File: config.mk
export PLATFORM = sky130hd
export DESIGN_NAME = serial_rx_tx_ring_buffers_unit_flat
export DESIGN_NICKNAME = d
export VERILOG_FILES = /design/src/design/srb_pkg.sv /design/src/design/srb_chan_if.sv /design/src/design/srb_ram.sv /design/src/design/serial_rx_tx_ring_buffers_unit.sv /design/src/flat_wrapper.sv
export SDC_FILE = /design/constraint.sdc
export NUM_CORES = 1
export LEC_CHECK = 0
export BUFFER_PORTS_ARGS = -buffer_cell sky130_fd_sc_hd__buf_2
export CAP_MARGIN = 40
export CELL_PAD_IN_SITES_DETAIL_PLACEMENT = 0
export CELL_PAD_IN_SITES_GLOBAL_PLACEMENT = 1
export CORE_ASPECT_RATIO = 1.5
export CORE_MARGIN = 2
export CORE_UTILIZATION = 40
export DETAILED_ROUTE_END_ITERATION = 10
export PLACE_DENSITY_LB_ADDON = 0.1
export SLEW_MARGIN = 20
export SYNTH_ARGS = -nofsm -noshare
export SYNTH_HDL_FRONTEND = slang
export SYNTH_SLANG_ARGS = --single-unit
File: constraint.sdc
create_clock -name clk_i -period 5.3 [get_ports clk_i]
set_input_delay 1.06 -clock clk_i [delete_from_list [all_inputs] [get_ports clk_i]]
set_output_delay 1.06 -clock clk_i [all_outputs]
set_load 0.1 [all_outputs]
File: src/design/srb_pkg.sv
// Package for the serial receive/transmit byte rings.
// Holds ring depths, field widths, action codes and channel payload types.
// No dependencies.
package srb_pkg;

  localparam int unsigned RX_DEPTH = 64;
  localparam int unsigned TX_DEPTH = 64;

  localparam int unsigned RX_PTR_W = (RX_DEPTH > 2) ? $clog2(RX_DEPTH) : 1;
  localparam int unsigned TX_PTR_W = (TX_DEPTH > 2) ? $clog2(TX_DEPTH) : 1;

  localparam int unsigned ACT_W   = 3;
  localparam int unsigned BYTE_W  = 8;
  localparam int unsigned STAT_W  = 6;

  localparam logic [ACT_W-1:0] ACT_RX_BYTE = 3'd0;
  localparam logic [ACT_W-1:0] ACT_READ    = 3'd1;
  localparam logic [ACT_W-1:0] ACT_PEEK    = 3'd2;
  localparam logic [ACT_W-1:0] ACT_WRITE   = 3'd3;
  localparam logic [ACT_W-1:0] ACT_SEND    = 3'd4;

  typedef struct packed {
    logic [ACT_W-1:0]  action;
    logic [BYTE_W-1:0] data_byte;
  } srb_in_t;

  typedef struct packed {
    logic [BYTE_W-1:0] out_byte;
    logic              out_valid;
    logic              rx_dropped;
    logic              write_refused;
    logic [STAT_W-1:0] rx_count;
    logic [STAT_W-1:0] tx_space;
    logic              tx_irq_on;
  } srb_out_t;

endpackage

File: src/design/srb_chan_if.sv
// Valid/ready channel interfaces for the ring buffer requests and results.
// Depends on srb_pkg for the payload types.
interface srb_in_if import srb_pkg::*; ();
  logic    valid;
  logic    ready;
  srb_in_t data;

  modport source (output valid, output data, input ready);
  modport sink   (input valid, input data, output ready);
endinterface

interface srb_out_if import srb_pkg::*; ();
  logic     valid;
  logic     ready;
  srb_out_t data;

  modport source (output valid, output data, input ready);
  modport sink   (input valid, input data, output ready);
endinterface

File: src/design/srb_ram.sv
// Generic single-write, single-read RAM with registered read data.
// No dependencies.
module srb_ram #(
  parameter int unsigned Width = 8,
  parameter int unsigned Depth = 64
) (
  input  logic                                     clk_i,
  input  logic                                     we_i,
  input  logic [((Depth > 2) ? $clog2(Depth) : 1)-1:0] waddr_i,
  input  logic [Width-1:0]                         wdata_i,
  input  logic                                     re_i,
  input  logic [((Depth > 2) ? $clog2(Depth) : 1)-1:0] raddr_i,
  output logic [Width-1:0]                         rdata_o
);

  logic [Width-1:0] mem_q [Depth];
  logic [Width-1:0] rdata_q;

  always_ff @(posedge clk_i) begin
    if (we_i) begin
      mem_q[waddr_i] <= wdata_i;
    end
    if (re_i) begin
      rdata_q <= mem_q[raddr_i];
    end
  end

  assign rdata_o = rdata_q;

endmodule

File: src/design/serial_rx_tx_ring_buffers_unit.sv
// Top level of the serial receive/transmit byte rings.
// Depends on srb_pkg, srb_chan_if and srb_ram.
//
//   channel  dir  handshake      payload
//   in_i     in   valid/ready    action, data_byte
//   out_o    out  valid/ready    out_byte, out_valid, rx_dropped, write_refused,
//                                rx_count, tx_space, tx_irq_on
//
// One request per cycle unless a result stalls. Its result is registered in the
// cycle after acceptance, the byte from the registered read port of a ring RAM.
// Reset clears both rings' pointers, the interrupt flag and the output valid;
// RAM contents are not cleared. A stalled result holds; a new request is taken
// in the same cycle the pending result is taken.
module serial_rx_tx_ring_buffers_unit import srb_pkg::*; (
  input  logic   clk_i,
  input  logic   rst_ni,
  srb_in_if.sink    in_i,
  srb_out_if.source out_o
);

  localparam int unsigned RX_FILL_W = (RX_PTR_W + 1 > STAT_W) ? RX_PTR_W + 1 : STAT_W;
  localparam int unsigned TX_FILL_W = (TX_PTR_W + 1 > STAT_W) ? TX_PTR_W + 1 : STAT_W;

  typedef struct packed {
    logic              byte_ok;
    logic              src_tx;
    logic              dropped;
    logic              refused;
    logic [STAT_W-1:0] rx_count;
    logic [STAT_W-1:0] tx_space;
    logic              irq;
  } res_t;

  function automatic logic [RX_PTR_W-1:0] rx_inc(input logic [RX_PTR_W-1:0] p);
    return (p == RX_PTR_W'(RX_DEPTH - 1)) ? '0 : p + RX_PTR_W'(1);
  endfunction

  function automatic logic [TX_PTR_W-1:0] tx_inc(input logic [TX_PTR_W-1:0] p);
    return (p == TX_PTR_W'(TX_DEPTH - 1)) ? '0 : p + TX_PTR_W'(1);
  endfunction

  logic [RX_PTR_W-1:0] rx_head_q, rx_head_d, rx_tail_q, rx_tail_d;
  logic [TX_PTR_W-1:0] tx_head_q, tx_head_d, tx_tail_q, tx_tail_d;
  logic                irq_q, irq_d;
  logic                ovld_q, ovld_d;
  res_t                res_q, res_d;

  logic                accept;
  logic                rx_we, rx_re, tx_we, tx_re;
  logic [BYTE_W-1:0]   rx_rdata, tx_rdata;
  logic [RX_FILL_W-1:0] rx_fill;
  logic [TX_FILL_W-1:0] tx_used, tx_free;
  logic [ACT_W-1:0]    act;

  assign in_i.ready = !ovld_q || out_o.ready;
  assign accept     = in_i.valid && in_i.ready;
  assign act        = in_i.data.action;

  always_comb begin
    rx_head_d = rx_head_q;
    rx_tail_d = rx_tail_q;
    tx_head_d = tx_head_q;
    tx_tail_d = tx_tail_q;
    irq_d     = irq_q;
    rx_we     = 1'b0;
    rx_re     = 1'b0;
    tx_we     = 1'b0;
    tx_re     = 1'b0;
    res_d     = '0;
    case (act)
      ACT_RX_BYTE: begin
        if (rx_inc(rx_head_q) != rx_tail_q) begin
          rx_we     = accept;
          rx_head_d = rx_inc(rx_head_q);
        end else begin
          res_d.dropped = 1'b1;
        end
      end
      ACT_READ, ACT_PEEK: begin
        if (rx_head_q != rx_tail_q) begin
          rx_re         = accept;
          res_d.byte_ok = 1'b1;
          if (act == ACT_READ) begin
            rx_tail_d = rx_inc(rx_tail_q);
          end
        end
      end
      ACT_WRITE: begin
        if (tx_inc(tx_head_q) == tx_tail_q) begin
          res_d.refused = 1'b1;
        end else begin
          tx_we     = accept;
          tx_head_d = tx_inc(tx_head_q);
          irq_d     = 1'b1;
        end
      end
      ACT_SEND: begin
        if (tx_head_q != tx_tail_q) begin
          tx_re         = accept;
          res_d.byte_ok = 1'b1;
          res_d.src_tx  = 1'b1;
          tx_tail_d     = tx_inc(tx_tail_q);
        end
        if (tx_head_q == tx_tail_d) begin
          irq_d = 1'b0;
        end
      end
      default: begin
      end
    endcase

    if (rx_head_d >= rx_tail_d) begin
      rx_fill = RX_FILL_W'(rx_head_d) - RX_FILL_W'(rx_tail_d);
    end else begin
      rx_fill = RX_FILL_W'(rx_head_d) + RX_FILL_W'(RX_DEPTH) - RX_FILL_W'(rx_tail_d);
    end
    if (tx_head_d >= tx_tail_d) begin
      tx_used = TX_FILL_W'(tx_head_d) - TX_FILL_W'(tx_tail_d);
    end else begin
      tx_used = TX_FILL_W'(tx_head_d) + TX_FILL_W'(TX_DEPTH) - TX_FILL_W'(tx_tail_d);
    end
    tx_free = TX_FILL_W'(TX_DEPTH - 1) - tx_used;

    res_d.rx_count = rx_fill[STAT_W-1:0];
    res_d.tx_space = tx_free[STAT_W-1:0];
    res_d.irq      = irq_d;

    ovld_d = accept ? 1'b1 : (out_o.ready ? 1'b0 : ovld_q);
  end

  always_ff @(posedge clk_i or negedge rst_ni) begin
    if (!rst_ni) begin
      rx_head_q <= '0;
      rx_tail_q <= '0;
      tx_head_q <= '0;
      tx_tail_q <= '0;
      irq_q     <= 1'b0;
      ovld_q    <= 1'b0;
    end else begin
      ovld_q <= ovld_d;
      if (accept) begin
        rx_head_q <= rx_head_d;
        rx_tail_q <= rx_tail_d;
        tx_head_q <= tx_head_d;
        tx_tail_q <= tx_tail_d;
        irq_q     <= irq_d;
      end
    end
  end

  always_ff @(posedge clk_i) begin
    if (accept) begin
      res_q <= res_d;
    end
  end

  srb_ram #(
    .Width (BYTE_W),
    .Depth (RX_DEPTH)
  ) u_rx_ram (
    .clk_i   (clk_i),
    .we_i    (rx_we),
    .waddr_i (rx_head_q),
    .wdata_i (in_i.data.data_byte),
    .re_i    (rx_re),
    .raddr_i (rx_tail_q),
    .rdata_o (rx_rdata)
  );

  srb_ram #(
    .Width (BYTE_W),
    .Depth (TX_DEPTH)
  ) u_tx_ram (
    .clk_i   (clk_i),
    .we_i    (tx_we),
    .waddr_i (tx_head_q),
    .wdata_i (in_i.data.data_byte),
    .re_i    (tx_re),
    .raddr_i (tx_tail_q),
    .rdata_o (tx_rdata)
  );

  assign out_o.valid              = ovld_q;
  assign out_o.data.out_byte      = !res_q.byte_ok ? '0 : (res_q.src_tx ? tx_rdata : rx_rdata);
  assign out_o.data.out_valid     = res_q.byte_ok;
  assign out_o.data.rx_dropped    = res_q.dropped;
  assign out_o.data.write_refused = res_q.refused;
  assign out_o.data.rx_count      = res_q.rx_count;
  assign out_o.data.tx_space      = res_q.tx_space;
  assign out_o.data.tx_irq_on     = res_q.irq;

endmodule
File: src/flat_wrapper.sv
// flat-port wrapper written by rule: the top's interface ports become plain ports
module serial_rx_tx_ring_buffers_unit_flat import srb_pkg::*;
  (clk_i, rst_ni, in_i_valid, in_i_data, in_i_ready, out_o_valid, out_o_data, out_o_ready);
  srb_in_if in_i_i ();
  srb_out_if out_o_i ();
  input  logic clk_i;
  input  logic rst_ni;
  input wire logic [$bits(in_i_i.valid)-1:0] in_i_valid;
  input wire logic [$bits(in_i_i.data)-1:0] in_i_data;
  output wire logic [$bits(in_i_i.ready)-1:0] in_i_ready;
  output wire logic [$bits(out_o_i.valid)-1:0] out_o_valid;
  output wire logic [$bits(out_o_i.data)-1:0] out_o_data;
  input wire logic [$bits(out_o_i.ready)-1:0] out_o_ready;
  assign in_i_i.valid = in_i_valid;
  assign in_i_i.data = in_i_data;
  assign in_i_ready = in_i_i.ready;
  assign out_o_valid = out_o_i.valid;
  assign out_o_data = out_o_i.data;
  assign out_o_i.ready = out_o_ready;
  serial_rx_tx_ring_buffers_unit u_core (.clk_i(clk_i), .rst_ni(rst_ni), .in_i(in_i_i), .out_o(out_o_i));
endmodule
* Word level (Yosys, flattened, before mapping)
Memory sizes are Yosys's and may differ from the RTL's. A register that Yosys moved wholly into a read port is not among the register bits.
Cells that the tools add are included.
** Storage, ports and cells
- Logic and storage cells :: 87
- Input port bits :: 15
- Output and inout bits :: 26
- Memories :: 2
- Register bits :: 43
- RAM bits :: 1024
** Cells by class
- $add $sub $neg :: 11
- Magnitude comparators :: 2
- Equal/unequal tests :: 13
- Mux-type cells :: 40
- Reduce and logical (&&, ||, !) cells :: 6
** Memory list
- u_core.u_rx_ram.mem_q :: depth 64, bits a word 8, read ports 1, clocked after memory_dff 1, wr ports 1, RTL line srb_ram.sv:16 : logic [Width-1:0] mem_q [Depth];
- u_core.u_tx_ram.mem_q :: depth 64, bits a word 8, read ports 1, clocked after memory_dff 1, wr ports 1, RTL line srb_ram.sv:16
** Operators by type and width (number)
- 6-bit 2-to-1 mux :: 16
- 6-bit by 1-bit adder with 6-bit output, second input constant :: 6
- 6-bit equality test, second input constant :: 4
- 6-bit subtractor :: 4
- 1-bit 2-to-1 mux :: 19
- 6-bit inequality test :: 3
- 8-bit 2-to-1 mux :: 2
- 6-bit equality test :: 2
- 6-bit greater-or-equal comparator :: 2
- 3-bit by 2-bit equality test with 1-bit output, second input constant :: 2
- 6-bit subtractor, first input constant :: 1
- 1-bit one-hot mux with 2 select lines :: 2
- 3-bit by 1-bit equality test with 1-bit output, second input constant :: 1
- 3-bit equality test, second input constant :: 1
- 3-bit logical NOT :: 1
- 2-bit 2-to-1 mux :: 1
- 2-bit nonzero test :: 1
- 2-bit OR reduction :: 1
- 1-bit logical AND :: 1
- 1-bit logical NOT :: 1
- 1-bit logical OR :: 1

* Longest topological paths before layout
- Word-level depth :: 9
- Depth in mapped cells :: 16
- Depth with buffers taken out :: 16

* By module
Synthesis repeated with hierarchy kept, for this count alone.
** Second synthesis, totals
- Cell total of the unflattened synthesis :: 2283
- Area, all modules :: 44153.6 µm²
** Modules (own cells, without submodules)
- srb_ram :: sequential area each 15615.0 µm², instances 2, area each 20246.9 µm², cells each 940
- serial_rx_tx_ring_buffers_unit :: sequential area each 1161.1 µm², instances 1, area each 3659.8 µm², cells each 403

* Least setup slack after synthesis
Ideal clock, no wire load.
- Path kind :: input to register
- Start point :: in out_o_ready
- End point :: mem u_core.u_rx_ram.mem_q[59][0] (enable)
- Path buffers :: 2
- Data arrival time :: 3.954 ns
- Library setup time :: 0.395 ns
- Required time :: 4.905 ns
- Path slack :: 0.952 ns
- Cell stages on the path :: 7
- Path through :: nand2b_1 > nand2_1 > clkinv_1 > nand3_2 > buf_4 > buf_4 > nor4_1
** On the way
- Cells in the longest elaborated chain, start to end :: 6
** Ends and longest elaborated chain
- start, declared :: RTL line flat_wrapper.sv:13 : input wire logic [$bits(out_o_i.ready)-1:0] out_o_ready;
- 1-bit logical OR :: RTL line serial_rx_tx_ring_buffers_unit.sv:55 : assign in_i.ready = !ovld_q || out_o.ready;
- 1-bit logical AND :: RTL line serial_rx_tx_ring_buffers_unit.sv:56 : assign accept = in_i.valid && in_i.ready;
- named net u_core.accept :: RTL line serial_rx_tx_ring_buffers_unit.sv:48 : logic accept;
- 1-bit 2-to-1 mux :: RTL line serial_rx_tx_ring_buffers_unit.sv:72 : if (rx_inc(rx_head_q) != rx_tail_q) begin
- 1-bit 2-to-1 mux :: RTL line serial_rx_tx_ring_buffers_unit.sv:70 : case (act)
- 1-bit 2-to-1 mux :: RTL line srb_ram.sv:20 : if (we_i) begin
- 1-bit 2-to-1 mux (implied by the code) :: RTL line srb_ram.sv:21 : mem_q[waddr_i] <= wdata_i;
- end, declared :: RTL line srb_ram.sv:16
The timed path passes the listed nets, and every way through them passes these cells.

==> flow_summary.yaml <==
timing:
  timing.setup.tns_ns: 0
  hold_violations: 0
  fin_crit_sh_pct: 90.4
  tightest_slew_ns: 1.06
  finalSetupViolCount: 0
  period_minus_slack_ns: 4.79
  holdWs_ns: 0.247
  fmax_mhz: 209
  slew_viol_final: 0
  clock_skew_ns: 0.0222
  grt_setup_unrepaired: "no"
  max-slew-margin-rel_pct: 29.1
place:
  place.gp.congestion: 0.868
  place_area_um2: 46000
  numPortBuffers: 40
  hpwl_um: 70800
critical_path:
  critPathKind: "flop to flop"
  crit_path_start_kind: "flop"
  path_max_fanout: 14
  worst_setup_path_end_kind: "flop"
  required_ns: 5.72
  cp_data_arrival_time_ns: 5.22
clock_network:
  cts_max_level: 3
  cts_max_path_buffers: 3
  worstSkewPairLatency_ns: 0.69
  cts_buffers: 103
  clock_sinks: 1083
  cts_setup_buffers: 0
  clk_pin_slew_ns: 0.07
  cts_resized: 0
  root_buffer: "clkbuf_16"
  tritoncts: "yes"
  holdBufCountCts: 0
power_and_ir_drop:
  p_clk_share_pct: 32.7
  p_sw_share_pct: 28.9
  seqPwrFrac_pct: 43.7
  p_comb_share_pct: 23.6
  power_uw: 22800
  switchingPower_uw: 6590
  leakage_uw: 0.0154
  cellPowerDensity_nw_per_um2: 459
  internal_power_uw: 16200
  ir_drop_mv: 0.275
final_layout:
  seqCellArea_um2: 32400
  n_fill_cell: 9070
  multi_input_area_um2: 10700
  drive_above_1_share_pct: 29.8
  fin_nets: 2278
  antenna_cells: 0
  fin_area_um2: 49700
  syn2layout_area_growth_pct: 13.4
route:
  first_pass_iters: 7
  routed_wl_um: 109000
  drc: 0
  viasPerCell: 5.52
  routedWlPerCell_um: 29.0
  first_iter_violations: 1663
  detail-route-antenna-nets: 0
  vias: 20742
floorplanning:
  io-pin-count: 41
  initial_core_util_pct: 40.3
  std_cell_rows: 148
  die_w_um: 274
  fp.dieArea_um2: 112000
  die_height_um: 410
  coreArea_um2: 109000
global_routing:
  grt_overflow: 0
  grt_pass1_vias: 21971
  antenna_found_initial: 1
  grtUsageTotal_pct: 19.8
  top_usage_layer: "met2"
  gr-usage-met2_pct: 35.8
  grt_max_degree: 98
  use_met1_pct: 24.1
  grt_pass1_wl_um: 159000
  met3_usage_pct: 2.43
yosys:
  async_reset_ff_share_pct: 2.40
  synth_edf_count: 1057
  ys_top_cells_by_area: "edfxtp_1 (72%), mux4_2 (16%), dfrtp_1 (1.5%)"
  mappedNetlistArea_um2: 43800
  ys.flop_type: "edfxtp_1"
  synth_top_area_cell: "edfxtp_1"
  yosysMostFrequentCell: "edfxtp_1"
  synth.distinct_cells: 75
  syn_nets: 2150
  yosysTopAreaCellShare_pct: 72.4
  syn_inst: 2119
  avgSynthCellArea_um2: 20.7
  synthTopCellsByCount: "edfxtp_1 (1057), mux4_2 (304), nor2_1 (99)"
  yosysSeqAreaShare_pct: 73.9
  yosys_warnings: 0
  ys_ff_latch: 1083
status:
  outcome: "completed"
min_path:
  min_path_type: "input port to asynchronous set/reset pin"
job:
  maxCapViolCount: 0
==> layout make-up <==
class,count,area share (%)
clock inverters,59,1.29
well taps,1425,3.59
flip-flops and latches,1083,65.2
inverters,22,0.166
repair buffers,170,2.72
clock buffers,134,5.58
multi-input cells,867,21.5
==> sequential cells by signal (all words and copies together), names as in the netlist, 8 cells and up <==
signal and count:
u_core.out_o.data 16, u_core.u_rx_ram.rdata_o 8, u_core.u_tx_ram.rdata_o 8, u_core.u_tx_ram.mem_q 512, u_core.u_rx_ram.mem_q 512
==> metrics by stage <==
stage / utilization, % / instances / worst slack (ns)
2_1_floorplan: - / 2119 / 0.952
3_3_place_gp: 42.1 / 3516 / 0.646
3_5_place_dp: 42.3 / 3537 / 0.521
4_1_cts: 45.5 / 3730 / 0.519
5_1_grt: 45.7 / 3760 / 0.125
6_report: 45.7 / 3760 / 0.508
==> layer usage <==
layer  wire, um  vias to the layer above
li1           -                     9003
met1      42800                    11148
met2      59000                      440
met3       3680                      151
met4       3550                        0
met5          0                        -
==> cells by family after synthesis <==
family                   synth area share [%]
buffers and inverters                    1.93
adder cells (fa/ha/maj)                 0.474
XOR/XNOR                                0.976
AND/OR/NAND/NOR                          3.54
flip-flops                               73.9
AO/OA/AOI/OAI                            2.19
multiplexers                             17.0
==> critical path: stages, from the launching register on <==
cell,delay [ns]
dfrtp_1,0.63
ha_1,0.30
nand3_1,0.20
a311o_1,0.34
a2111oi_2,0.39
o2111ai_2,0.26
nand2_2,0.23
mux2i_1,0.37
inv_1,0.08
ha_1,0.27
nor2b_1,0.13
o31a_1,0.25
o21ai_0,0.41
and4_4,0.28
a31oi_1,0.04
and3_1,0.20
xor2_1,0.15
==> placed cells by master (no fill, tap or decap), types with 26 or more instances in the layout <==
cell type / n
nand2_1: 60
mux4_2: 304
o21ai_0: 26
buf_2: 35
xnor2_1: 26
nor3_1: 29
clkbuf_16: 104
buf_4: 123
mux2i_1: 54
edfxtp_1: 1057
nor2_1: 99
==> power by group through the flow <==
stage / Clock, uW / Sequential [uW] / Combinational [uW]
after floorplan: 0 / 9790 / 4050
after global placement: 0 / 10200 / 5460
after detailed placement: 0 / 10200 / 5500
after CTS: 7670 / 9990 / 5520
after global routing: 7990 / 10000 / 5710
final: 7470 / 9980 / 5380
==> worst paths after layout <==
| kind | startpoint | endpoint | slack, ns | depth (start not counted) |
|---|---|---|---|---|
| worst max-delay path | u_core.rx_head_q[0] | u_core.out_o.data[12] | 0.51 | 16 |
| worst min-delay path | rst_ni | u_core.tx_tail_q[2] | 0.25 | 1 |
| worst max register to register | u_core.rx_head_q[0] | u_core.out_o.data[12] | 0.51 | 16 |
| worst min register to register | u_core.out_o.valid | u_core.out_o.valid | 0.53 | 2 |
| max in group asynchronous | rst_ni | u_core.tx_tail_q[1] | 4.61 | 2 |
| min in group clk_i | u_core.out_o.valid | u_core.out_o.valid | 0.53 | 2 |
No activity file was read; power rests on OpenSTA's default activity.
